<file path="config.mk">
export PLATFORM = sky130hd
export DESIGN_NAME = shell_command_line_lexer_core
export DESIGN_NICKNAME = d
export VERILOG_FILES = /design/src/scll_pkg.sv /design/src/scll_front.sv /design/src/scll_queue.sv /design/src/scll_back.sv /design/src/shell_command_line_lexer_core.sv
export SDC_FILE = /design/constraint.sdc
export NUM_CORES = 1
export LEC_CHECK = 0
export ABC_CLOCK_PERIOD_IN_PS = 2500
export BUFFER_PORTS_ARGS = -buffer_cell sky130_fd_sc_hd__buf_4
export CAP_MARGIN = 20
export CORE_ASPECT_RATIO = 1.4
export CORE_MARGIN = 2
export CORE_UTILIZATION = 55
export CTS_CLUSTER_DIAMETER = 200
export DETAILED_ROUTE_END_ITERATION = 8
export GPL_ROUTABILITY_DRIVEN = 0
export PLACE_DENSITY = 0.73
export SYNTH_ARGS = -nofsm -noshare
export SYNTH_HDL_FRONTEND = slang
export SYNTH_SLANG_ARGS = --single-unit
</file>
<file path="constraint.sdc">
create_clock -name clk -period 2.5 [get_ports clk]
set_clock_uncertainty 0.15 [all_clocks]
set_input_delay 0.25 -clock clk [delete_from_list [all_inputs] [get_ports clk]]
set_output_delay 0.25 -clock clk [all_outputs]
set_load 0.05 [all_outputs]
</file>
<file path="src/scll_pkg.sv">
// ----------------------------------------------------------------------------
// scll_pkg
// Shared types, constants and helpers of the command line lexer core.
// ----------------------------------------------------------------------------
package scll_pkg;

	// Line positions
	localparam int MAX_LINE = 1024;
	localparam int POS_W    = 10;
	localparam int POS_SPAN = (MAX_LINE > (1 << POS_W)) ? (1 << POS_W) : MAX_LINE;
	localparam logic [POS_W-1:0] POS_LIMIT = POS_W'(POS_SPAN - 1);

	// Queue between front and back
	localparam int QDEPTH = 4;
	localparam int QPTR_W = $clog2(QDEPTH);
	localparam int QCNT_W = $clog2(QDEPTH + 1);

	// Byte codes
	localparam logic [7:0] CH_NUL   = 8'h00;
	localparam logic [7:0] CH_TAB   = 8'h09;
	localparam logic [7:0] CH_CR    = 8'h0D;
	localparam logic [7:0] CH_SPACE = 8'h20;
	localparam logic [7:0] CH_DQ    = 8'h22;
	localparam logic [7:0] CH_SQ    = 8'h27;
	localparam logic [7:0] CH_LT    = 8'h3C;
	localparam logic [7:0] CH_GT    = 8'h3E;
	localparam logic [7:0] CH_PIPE  = 8'h7C;

	typedef enum logic [1:0] {
		KIND_WORD  = 2'd0,
		KIND_PIPE  = 2'd1,
		KIND_REDIR = 2'd2,
		KIND_END   = 2'd3
	} tok_kind_t;

	typedef enum logic [2:0] {
		MODE_IDLE   = 3'd0,
		MODE_WORD   = 3'd1,
		MODE_SQUOTE = 3'd2,
		MODE_DQUOTE = 3'd3,
		MODE_REDIR  = 3'd4
	} scan_mode_t;

	typedef struct packed {
		tok_kind_t        kind;
		logic [POS_W-1:0] first;
		logic [POS_W-1:0] last;
		logic             ovf;
	} tok_t;

	// One or two tokens caused by one byte; a single token sits in slot a
	typedef struct packed {
		logic two;
		tok_t a;
		tok_t b;
	} tok_cmd_t;

	function automatic logic is_sep(input logic [7:0] c);
		return (c == CH_SPACE) || ((c >= CH_TAB) && (c <= CH_CR));
	endfunction

	function automatic logic is_oper(input logic [7:0] c);
		return (c == CH_PIPE) || (c == CH_LT) || (c == CH_GT);
	endfunction

	function automatic tok_t mk_tok(input tok_kind_t kind, input logic [POS_W-1:0] first,
			input logic [POS_W-1:0] last, input logic ovf);
		tok_t t;
		t.kind  = kind;
		t.first = first;
		t.last  = last;
		t.ovf   = ovf;
		return t;
	endfunction

endpackage

</file>
<file path="src/scll_front.sv">
// ----------------------------------------------------------------------------
// scll_front
// Scanner: classifies each byte, tracks the scan mode and builds the tokens
// that the byte closes.
// ----------------------------------------------------------------------------
module scll_front (
	input  logic              clk,
	input  logic              arst_n,
	input  logic              in_fire,
	input  logic [7:0]        char_code,
	output logic              cmd_push,
	output scll_pkg::tok_cmd_t cmd
);
	import scll_pkg::*;

	scan_mode_t       mode_q, mode_d;
	logic [POS_W-1:0] pos_q, pos_d;
	logic [POS_W-1:0] tb_q, tb_d;
	logic             gt_q, gt_d;
	logic             ovf_q, ovf_d;

	logic             idle_pass;
	logic [7:0]       want;
	logic [POS_W-1:0] prev_end;
	logic             first_v, second_v;
	tok_t             first_tok, second_tok;

	assign want     = gt_q ? CH_GT : CH_LT;
	assign prev_end = ovf_q ? POS_LIMIT : ((pos_q != '0) ? (pos_q - POS_W'(1)) : '0);

	// Byte falls through to the between-tokens handling
	always_comb begin
		idle_pass = 1'b0;
		if (char_code != CH_NUL) begin
			unique case (mode_q)
				MODE_REDIR:  idle_pass = (char_code != want);
				MODE_WORD:   idle_pass = is_oper(char_code);
				MODE_SQUOTE,
				MODE_DQUOTE: idle_pass = 1'b0;
				default:     idle_pass = 1'b1;
			endcase
		end
	end

	// Next state
	always_comb begin
		mode_d = mode_q;
		tb_d   = tb_q;
		gt_d   = gt_q;
		pos_d  = pos_q;
		ovf_d  = ovf_q;
		if (char_code == CH_NUL) begin
			mode_d = MODE_IDLE;
			tb_d   = '0;
			gt_d   = 1'b0;
			pos_d  = '0;
			ovf_d  = 1'b0;
		end else begin
			unique case (mode_q)
				MODE_REDIR: mode_d = MODE_IDLE;
				MODE_SQUOTE: begin
					if (char_code == CH_SQ)
						mode_d = MODE_WORD;
				end
				MODE_DQUOTE: begin
					if (char_code == CH_DQ)
						mode_d = MODE_WORD;
				end
				MODE_WORD: begin
					if (is_sep(char_code) || is_oper(char_code))
						mode_d = MODE_IDLE;
					else if (char_code == CH_SQ)
						mode_d = MODE_SQUOTE;
					else if (char_code == CH_DQ)
						mode_d = MODE_DQUOTE;
				end
				default: mode_d = MODE_IDLE;
			endcase
			if (idle_pass && !is_sep(char_code) && (char_code != CH_PIPE)) begin
				tb_d = pos_q;
				if ((char_code == CH_LT) || (char_code == CH_GT)) begin
					gt_d   = (char_code == CH_GT);
					mode_d = MODE_REDIR;
				end else if (char_code == CH_SQ) begin
					mode_d = MODE_SQUOTE;
				end else if (char_code == CH_DQ) begin
					mode_d = MODE_DQUOTE;
				end else begin
					mode_d = MODE_WORD;
				end
			end
			// Saturate at the last position and flag the line
			if (pos_q < POS_LIMIT)
				pos_d = pos_q + POS_W'(1);
			else
				ovf_d = 1'b1;
		end
	end

	// Tokens closed by this byte
	always_comb begin
		first_v    = 1'b0;
		second_v   = 1'b0;
		first_tok  = mk_tok(KIND_WORD, tb_q, prev_end, ovf_q);
		second_tok = mk_tok(KIND_PIPE, pos_q, pos_q, ovf_q);
		if (char_code == CH_NUL) begin
			unique case (mode_q)
				MODE_WORD, MODE_SQUOTE, MODE_DQUOTE: first_v = 1'b1;
				MODE_REDIR: begin
					first_v   = 1'b1;
					first_tok = mk_tok(KIND_REDIR, tb_q, prev_end, ovf_q);
				end
				default: first_v = 1'b0;
			endcase
			second_v   = 1'b1;
			second_tok = mk_tok(KIND_END, pos_q, pos_q, ovf_q);
		end else begin
			unique case (mode_q)
				MODE_REDIR: begin
					first_v   = 1'b1;
					first_tok = mk_tok(KIND_REDIR, tb_q,
						(char_code == want) ? pos_q : prev_end, ovf_q);
				end
				MODE_WORD: first_v = is_sep(char_code) || is_oper(char_code);
				default:   first_v = 1'b0;
			endcase
			second_v = idle_pass && (char_code == CH_PIPE);
		end
	end

	always_comb begin
		cmd_push = in_fire && (first_v || second_v);
		cmd.two  = first_v && second_v;
		cmd.a    = first_v ? first_tok : second_tok;
		cmd.b    = second_tok;
	end

	always_ff @(posedge clk or negedge arst_n) begin
		if (!arst_n) begin
			mode_q <= MODE_IDLE;
			pos_q  <= '0;
			tb_q   <= '0;
			gt_q   <= 1'b0;
			ovf_q  <= 1'b0;
		end else if (in_fire) begin
			mode_q <= mode_d;
			pos_q  <= pos_d;
			tb_q   <= tb_d;
			gt_q   <= gt_d;
			ovf_q  <= ovf_d;
		end
	end

endmodule

</file>
<file path="src/scll_queue.sv">
// ----------------------------------------------------------------------------
// scll_queue
// Short queue of token commands between the scanner and the result sequencer.
// ----------------------------------------------------------------------------
module scll_queue (
	input  logic              clk,
	input  logic              arst_n,
	input  logic              push_cmd,
	input  scll_pkg::tok_cmd_t push_data,
	input  logic              pop_cmd,
	output logic              q_full,
	output logic              q_empty,
	output scll_pkg::tok_cmd_t head
);
	import scll_pkg::*;

	tok_cmd_t          slot_q [QDEPTH];
	logic [QPTR_W-1:0] wr_ptr_q;
	logic [QPTR_W-1:0] rd_ptr_q;
	logic [QCNT_W-1:0] cnt_q;
	logic              do_push, do_pop;

	assign q_full  = (cnt_q == QCNT_W'(QDEPTH));
	assign q_empty = (cnt_q == '0);
	assign do_push = push_cmd && !q_full;
	assign do_pop  = pop_cmd && !q_empty;
	assign head    = slot_q[rd_ptr_q];

	always_ff @(posedge clk) begin
		if (do_push)
			slot_q[wr_ptr_q] <= push_data;
	end

	always_ff @(posedge clk or negedge arst_n) begin
		if (!arst_n) begin
			wr_ptr_q <= '0;
			rd_ptr_q <= '0;
			cnt_q    <= '0;
		end else begin
			if (do_push)
				wr_ptr_q <= wr_ptr_q + QPTR_W'(1);
			if (do_pop)
				rd_ptr_q <= rd_ptr_q + QPTR_W'(1);
			if (do_push && !do_pop)
				cnt_q <= cnt_q + QCNT_W'(1);
			else if (do_pop && !do_push)
				cnt_q <= cnt_q - QCNT_W'(1);
		end
	end

endmodule

</file>
<file path="src/scll_back.sv">
// ----------------------------------------------------------------------------
// scll_back
// Result sequencer: presents the tokens of the head command one per
// transaction and releases the command after its last token.
// ----------------------------------------------------------------------------
module scll_back (
	input  logic                    clk,
	input  logic                    arst_n,
	input  scll_pkg::tok_cmd_t      head,
	input  logic                    q_empty,
	input  logic                    pop,
	output logic                    pop_cmd,
	output logic                    empty,
	output logic [1:0]              token_kind,
	output logic [scll_pkg::POS_W-1:0] token_start,
	output logic [scll_pkg::POS_W-1:0] token_end,
	output logic                    line_overflow,
	output logic                    last_of_run
);
	import scll_pkg::*;

	logic idx_q;
	tok_t cur;
	logic out_fire;

	assign empty         = q_empty;
	assign out_fire      = pop && !q_empty;
	assign cur           = idx_q ? head.b : head.a;
	assign last_of_run   = !head.two || idx_q;
	assign pop_cmd       = out_fire && last_of_run;
	assign token_kind    = cur.kind;
	assign token_start   = cur.first;
	assign token_end     = cur.last;
	assign line_overflow = cur.ovf;

	// Advance to the second token, or back to the first once the command drains
	always_ff @(posedge clk or negedge arst_n) begin
		if (!arst_n)
			idx_q <= 1'b0;
		else if (out_fire)
			idx_q <= !last_of_run;
	end

endmodule

</file>
<file path="src/shell_command_line_lexer_core.sv">
// ----------------------------------------------------------------------------
// shell_command_line_lexer_core
// Command line lexer: splits a byte stream into word, pipe and redirect
// tokens with their positions, and marks the end of every line.
//
//   channel  | direction | handshake            | payload
//   ---------+-----------+----------------------+-------------------------------
//   input    | in        | push / full          | char_code
//   result   | out       | pop / empty          | token_kind, token_start,
//            |           |                      | token_end, line_overflow,
//            |           |                      | last_of_run
//
// One byte is taken per cycle while the four-entry command queue has room;
// a byte yields zero, one or two results, and results leave one per cycle
// while pop is held. The result side is the limit: two-result bytes yield
// results faster than they leave. A result reaches the ports from the queue
// behind earlier results. Reset clears the scan state and empties the queue;
// either side may stall at any time without losing a transaction.
// ----------------------------------------------------------------------------
module shell_command_line_lexer_core (
	input  logic                    clk,
	input  logic                    arst_n,
	input  logic                    push,
	output logic                    full,
	input  logic [7:0]              char_code,
	input  logic                    pop,
	output logic                    empty,
	output logic [1:0]              token_kind,
	output logic [scll_pkg::POS_W-1:0] token_start,
	output logic [scll_pkg::POS_W-1:0] token_end,
	output logic                    line_overflow,
	output logic                    last_of_run
);
	import scll_pkg::*;

	logic     in_fire;
	logic     q_push, q_pop, q_full, q_empty;
	tok_cmd_t q_data, q_head;

	assign full    = q_full;
	assign in_fire = push && !q_full;

	scll_front u_front (
		.clk       (clk),
		.arst_n    (arst_n),
		.in_fire   (in_fire),
		.char_code (char_code),
		.cmd_push  (q_push),
		.cmd       (q_data)
	);

	scll_queue u_queue (
		.clk       (clk),
		.arst_n    (arst_n),
		.push_cmd  (q_push),
		.push_data (q_data),
		.pop_cmd   (q_pop),
		.q_full    (q_full),
		.q_empty   (q_empty),
		.head      (q_head)
	);

	scll_back u_back (
		.clk           (clk),
		.arst_n        (arst_n),
		.head          (q_head),
		.q_empty       (q_empty),
		.pop           (pop),
		.pop_cmd       (q_pop),
		.empty         (empty),
		.token_kind    (token_kind),
		.token_start   (token_start),
		.token_end     (token_end),
		.line_overflow (line_overflow),
		.last_of_run   (last_of_run)
	);

	// A line end always produces at least the end marker
	a_nul_pushes: assert property (@(posedge clk) disable iff (!arst_n)
		(in_fire && (char_code == CH_NUL)) |-> q_push)
		else $error("line end produced no result");

	// The scanner only writes the queue for an accepted byte
	a_push_on_accept: assert property (@(posedge clk) disable iff (!arst_n)
		q_push |-> in_fire)
		else $error("command written without an accepted byte");

	// A taken first token of a pair leaves its partner waiting
	a_pair_follows: assert property (@(posedge clk) disable iff (!arst_n)
		(pop && !empty && !last_of_run) |=> (!empty && last_of_run))
		else $error("second token of a pair missing");

	// An end marker always closes a run
	a_end_is_last: assert property (@(posedge clk) disable iff (!arst_n)
		(!empty && (token_kind == KIND_END)) |-> last_of_run)
		else $error("end marker not last of its run");

endmodule
</file>
==> results.txt, run 1 <==
Status = complete, but fails checks
Failing checks = negative setup slack
Mapped Nets = 547
HP Class = input pin to register
Max-cap viol count = 0
Slowest stage cell, crit path = mux4_2
RSZ-0062 raised after global routing = true
Clock power frac = 0.232
Count leader, synth = edfxtp_1
Vias in the first global route = 5276
Worst-Skew Late Latency = 0.42 ns
Largest net degree at the start of global routing = 36
Drt pass-1 iters = 5
Initial antenna violation count = 0
WP data required = 2.66 ns
Final hold vios = 0
Antenna cells = 0
Chip width = 104 um
Largest family of logic cells by synthesized area = multiplexers
Clock Tree Root = clkbuf_16
HPWL after detailed placement = 11.0 mm
Cell Chain, Critical Path = buf_6 > mux4_2 > nand2b_4 > nor2b_4 > inv_2 > ha_4 > inv_4 > fa_2 > mux2_4
Setup WS pre-CTS = -0.277 ns
Final max-slew violation count = 0
Library cells used by synthesis = 62
Critical setup path kind = register to register
CTS Sinks = 173
Critical Path AT = 2.72 ns
Worst-case clock buffer depth = 2
Vias/cell = 6.09
First-pass GRT wire length = 27.5 mm
Register area share after synthesis = 0.651
Leakage = 3.69 nW
Largest stage delay, worst path = 0.53 ns
Gr usage total = 0.245
Synth top area cells = edfxtp_1 54%, dfrtp_1 11%, mux4_2 10%, o21ai_0 3.1%, inv_1 2.2%
Worst setup EP type = register
Net Sw Power = 4.21 mW
Mean Syn Cell Area = 14.7 um^2
Hold Slack = 0.0800 ns
Multiplexer share of the synthesized area = 0.125
IO Count = 38
Switching fraction of total power = 0.372
Antenna Nets Post-Route = 0
Synth Area in XOR/XNOR = 0.0147
Core ar. = 13800 um^2
Seq pwr share = 0.331
Slew @ Worst Pin = 0.631 ns
Setup TNS = -0.140 ns
CTS buffer count = 17
Cells after synthesis = 527
# port buffers = 37
CTS tree = done
Detailed Route Iter0 Violations = 490
Design Area, Final = 9810 um^2
Area leader, netlist = edfxtp_1
Share of the synthesized area in the top cell type = 0.544
CTS H-tree lvls = 4
Avg WL per Cell = 22.1 um
Post-synth EDFFs = 140
Clock-pin slew on the worst setup and hold paths = 0.07 ns
DR vias = 5123
Peak supply drop = 0.000513 V
Int Power = 7.10 mW
Final worst path period need = 2.56 ns
Final setup viols = 5
# DRC = 0
Power per cell area = 1150 nW/um^2
Compound-cell area share of the yosys netlist = 0.0713
Simple-gate share of the synthesized area = 0.0842
Filler cells = 895
Synth-to-layout area growth = 27.0%
Final worst setup slack = -0.0607 ns
Crit start category = register
Grt ovf = 0
Row cnt = 51
Mapped Area = 7720 um^2
Slew HR = 0.575
FF+latch count, synth = 173
Commonest cells in the netlist = 140 x edfxtp_1, 48 x o21ai_0, 46 x inv_1
Die height = 144 um
Post-DP Area = 8760 um^2
Ys async rst share = 0.191
Most common flop cell mapped by yosys = edfxtp_1
Starting Density = 0.558
Yosys warning count = 0
Post-synthesis adder-cell area fraction = 0.0152
Maximum clock frequency = 391 MHz
Crit-path max FO = 4
Nets = 663
Combinational Power Share = 0.437
Layout cells sized above 1 = 0.375
Routed wire length = 18.6 mm
Fin crit share = 1.02
Area of the die = 15000 um^2
-- through the flow --
stage | power [mW] | utilization | cells
2_1_floorplan | 6.57 | - | 527
6_report | 11.3 | 0.709 | 841
3_3_place_gp | 7.80 | 0.633 | 790
4_1_cts | 10.9 | 0.690 | 831
3_5_place_dp | 7.90 | 0.633 | 790
5_1_grt | 11.7 | 0.709 | 841
-- kinds of logic (layout without fill, tap and decap cells) --
| group | Yosys count | after routing |
|---|---|---|
| XOR/XNOR | 13 | 13 |
| flip-flops | 173 | 173 |
| adder cells (fa/ha/maj) | 9 | 9 |
| AND/OR/NAND/NOR | 120 | 120 |
| buffers and inverters | 72 | 201 |
| multiplexers | 51 | 51 |
| AO/OA/AOI/OAI | 89 | 89 |
-- power groups by stage --
stage          Sequential [mW]  Clock, mW  Combinational [mW]
3_5_place_dp              3.77          0                4.13
3_3_place_gp              3.75          0                4.04
2_1_floorplan             3.73          0                2.85
4_1_cts                   3.73       2.64                4.55
5_1_grt                   3.76       2.75                5.23
6_report                  3.74       2.63                4.94
-- placed cells by master, fill, tap and decap left out, types with 7 or more instances in the layout --
cell type  count
nand3_1        7
dfrtp_1       31
nand2_2        7
mux4_2        35
o21ai_2        7
xor2_1         8
buf_4         83
a21oi_1       13
clkbuf_16     20
buf_6         23
edfxtp_1     140
o21ai_0       24
nand4_1       15
nand2_1       21
inv_1         44
nor2_1        21
o21ai_1       21
buf_12        10
nor3_1         7
-- final cells by class --
type	instances	area (um^2)	area share
multi-input combinational	282	2570	0.262
sequential	173	5030	0.513
clock buffer	19	433	0.0441
timing repair buffer	123	1210	0.124
clock inverter	13	154	0.0157
inverter	46	175	0.0179
tap	185	231	0.0236
-- timing repair --
item / CTS / global route
hold buffers: 1 / 0
endpoints found under the setup margin: 20 / 66
hold endpoints to repair: 33 / 0
cloned: 2 / 4
pin swaps: 0 / 4
setup buffers: 6 / 7
resized for setup: 23 / 48
-- routing by layer --
| metal | part of all wire | vias to the layer above | global-route usage | wire length, um |
|---|---|---|---|---|
| li1 | - | 2237 | - | - |
| met1 | 0.36 | 2611 | 0.260 | 6670 |
| met2 | 0.56 | 226 | 0.470 | 10500 |
| met3 | 0.048 | 49 | 0.0464 | 898 |
| met4 | 0.030 | 0 | 0.115 | 551 |
| met5 | 0 | - | 0 | 0 |
-- registers in the layout, indices dropped and copies added (netlist names) --
register and count:
u_back.idx_q 1, u_front.gt_q 1, u_front.mode_q 3, u_front.ovf_q 1, u_front.pos_q 10, u_front.tb_q 10
u_queue.cnt_q 3, u_queue.rd_ptr_q 2, u_queue.slot_q 140, u_queue.wr_ptr_q 2
-- worst max-delay path, delay by kind of cell (launching register included) --
kind | cells | cell delay (ns)
buffers and inverters | 3 | 0.24
and+or+nand+nor | 2 | 0.24
muxes | 2 | 0.80
DFF | 1 | 0.46
adders and majority gates | 2 | 0.57
-- final timing paths --
kind,to,cells past startpoint,slack (ns),from
min,u_front.gt_q$_DFFE_PN0P_,3,0.08,char_code[1]
min in group asynchronous,u_queue.wr_ptr_q[1]$_DFFE_PN0P_,2,0.16,arst_n
max in group asynchronous,u_front.mode_q[2]$_DFFE_PN0P_,2,1.68,arst_n
max,u_queue.cnt_q[1]$_DFFE_PN0P_,9,-0.06,u_queue.rd_ptr_q[0]$_DFFE_PN0P_
min reg2reg,u_front.gt_q$_DFFE_PN0P_,1,0.38,u_front.gt_q$_DFFE_PN0P_
max reg2reg,u_queue.cnt_q[1]$_DFFE_PN0P_,9,-0.06,u_queue.rd_ptr_q[0]$_DFFE_PN0P_
(Power assumes the default switching activity.)
==> run 2, diff against run 1 <==
==> constraint.sdc (replaced) <==
create_clock -name clk -period 2.5 [get_ports clk]
set_clock_uncertainty 0.15 [all_clocks]
set_input_delay 0.25 -clock clk [delete_from_list [all_inputs] [get_ports clk]]
set_output_delay 0.25 -clock clk [all_outputs]
set_load 0.01 [all_outputs]
==> run 2 against run 1 <==
Effect of this change: the flow now finishes without violations; critical path type is now register to output port; sequential share of layout area up 1.5 points; setup slack better by 0.11 ns; hold slack worse by 0.0028 ns; largest cell class unchanged.
==> results.txt, run 2 (synthesized netlist as in run 1, its figures left out) <==
Slew @ Worst Pin = 0.597 ns
Crit start category = register
Starting Density = 0.558
Antenna Nets Post-Route = 0
Placed Cells = 799
Filler cells = 927
HP Class = input pin to register
Crit-path max FO = 18
Design Area, Final = 9530 um^2
Row cnt = 51
HPWL after detailed placement = 10.9 mm
Reg2reg path depth = 8
Seq pwr share = 0.384
Critical Path AT = 2.05 ns
Worst setup EP type = output port
Min-delay src = char_code[1]
WP data required = 2.10 ns
Vias in the first global route = 5131
Gr usage total = 0.236
Max-cap viol count = 0
Hold EP = u_front.gt_q$_DFFE_PN0P_
Setup TNS = 0 ns
Max reg flops = 140
Antenna cells = 0
Vias/cell = 5.93
Layout cells sized above 1 = 0.359
Maximum clock frequency = 407 MHz
Net Sw Power = 3.13 mW
Final max-slew violation count = 0
CTS H-tree lvls = 4
Avg WL per Cell = 20.1 um
Final cell count without fillers = 839
Worst reg2reg endpoint = u_queue.cnt_q[1]$_DFFE_PN0P_
Most frequent cells in the layout = 140 x edfxtp_1, 111 x buf_4, 44 x o21ai_0
Worst r2r src = u_queue.rd_ptr_q[0]$_DFFE_PN0P_
Largest reg by FF count = u_queue.slot_q
Worst Setup SP = u_queue.rd_ptr_q[0]$_DFFE_PN0P_
Fin crit share = 0.982
Initial antenna violation count = 0
CTS tree = done
RSZ-0062 raised after global routing = true
Clock-pin slew on the worst setup and hold paths = 0.06 ns
Final setup viols = 0
CTS Sinks = 173
# DRC = 0
Switching fraction of total power = 0.324
Status = completed
Chip width = 104 um
Largest net degree at the start of global routing = 36
Drt pass-1 iters = 5
Critical setup path kind = register to output port
Worst-Skew Late Latency = 0.43 ns
Grt ovf = 0
Pwr Total = 9.67 mW
Slew HR = 0.602
Worst-case clock buffer depth = 2
Post-DP Area = 8790 um^2
Int Power = 6.53 mW
Nets = 661
First-pass GRT wire length = 26.5 mm
CTS buffer count = 17
Area of the die = 15000 um^2
R2R Setup Slk = 0.05 ns
Clock Tree Root = clkbuf_16
FF/Latch Area = 5030 um^2
Cells on Worst Hold Path = 3
Peak supply drop = 0.000732 V
Power per cell area = 1010 nW/um^2
Combinational Power Share = 0.369
Die height = 144 um
Routed wire length = 16.8 mm
IO Count = 38
Leakage = 3.57 nW
Largest registers = u_queue.slot_q (140), u_front.pos_q (10), u_front.tb_q (10)
Final hold vios = 0
Area occupied by multi-input gates = 2520 um^2
Final worst path period need = 2.45 ns
Synth-to-layout area growth = 23.4%
DR vias = 4976
Clock power frac = 0.247
Commonest non-fill, non-tap cell in the layout = edfxtp_1
Detailed Route Iter0 Violations = 403
Core ar. = 13800 um^2
# port buffers = 37
-- run 2: worst max-delay path by stage --
stage                                           end  slack [ns]  cells after the start
floorplan              u_queue.cnt_q[2]$_DFFE_PN0P_       -0.25                     12
CTS                 u_queue.slot_q[0][24]$_DFFE_PP_       -0.04                      6
detailed placement     u_queue.cnt_q[2]$_DFFE_PN0P_       -0.28                     12
finish                                 token_end[4]        0.05                      5
global route                           token_end[2]       -0.04                      5
global placement       u_queue.cnt_q[2]$_DFFE_PN0P_       -0.20                     12
-- run 2: final cells by class --
| type | instances | area share |
|---|---|---|
| sequential | 173 | 0.528 |
| multi-input combinational | 282 | 0.264 |
| timing repair buffer | 121 | 0.108 |
| clock buffer | 18 | 0.0450 |
| tap | 185 | 0.0243 |
| inverter | 46 | 0.0181 |
| clock inverter | 14 | 0.0125 |
-- run 2: power by group through the flow --
| stage | combinational [mW] | clock, mW | sequential (mW) |
|---|---|---|---|
| finish | 3.56 | 2.39 | 3.71 |
| global route | 3.89 | 2.53 | 3.74 |
| CTS | 3.48 | 2.41 | 3.70 |
| detailed placement | 3.33 | 0 | 3.75 |
| global placement | 3.23 | 0 | 3.73 |
| floorplan | 2.03 | 0 | 3.71 |
-- run 2: what timing repair did --
| item | in CTS | in global routing |
|---|---|---|
| setup endpoints to repair | 26 | 85 |
| cloned | 1 | 0 |
| pin swaps | 0 | 3 |
| hold buffers | 1 | 0 |
| resized for setup | 10 | 20 |
| setup buffers | 3 | 3 |
| hold endpoints to repair | 33 | 0 |
-- run 2: metrics by stage --
stage | util | setup WS, ns | hold slack, ns
2_1_floorplan | - | -0.246 | -0.196
3_3_place_gp | 0.635 | -0.198 | 0.0657
3_5_place_dp | 0.635 | -0.284 | 0.0722
4_1_cts | 0.681 | -0.0424 | 0.0739
5_1_grt | 0.688 | -0.0367 | 0.101
6_report | 0.688 | 0.0460 | 0.0772
-- run 2: worst max-delay path: stages (launching register included) --
cell and delay (ns):
dfrtp_2 0.42, buf_12 0.21, mux4_2 0.53, nand2_2 0.16
o21ai_0 0.13, buf_4 0.17
-- run 2: routing by layer --
metal	routed length, um	vias up	global-route usage
met5	0	-	0
met4	722	0	0.122
met3	772	49	0.0478
met2	9040	184	0.423
met1	6300	2517	0.269
li1	-	2226	-
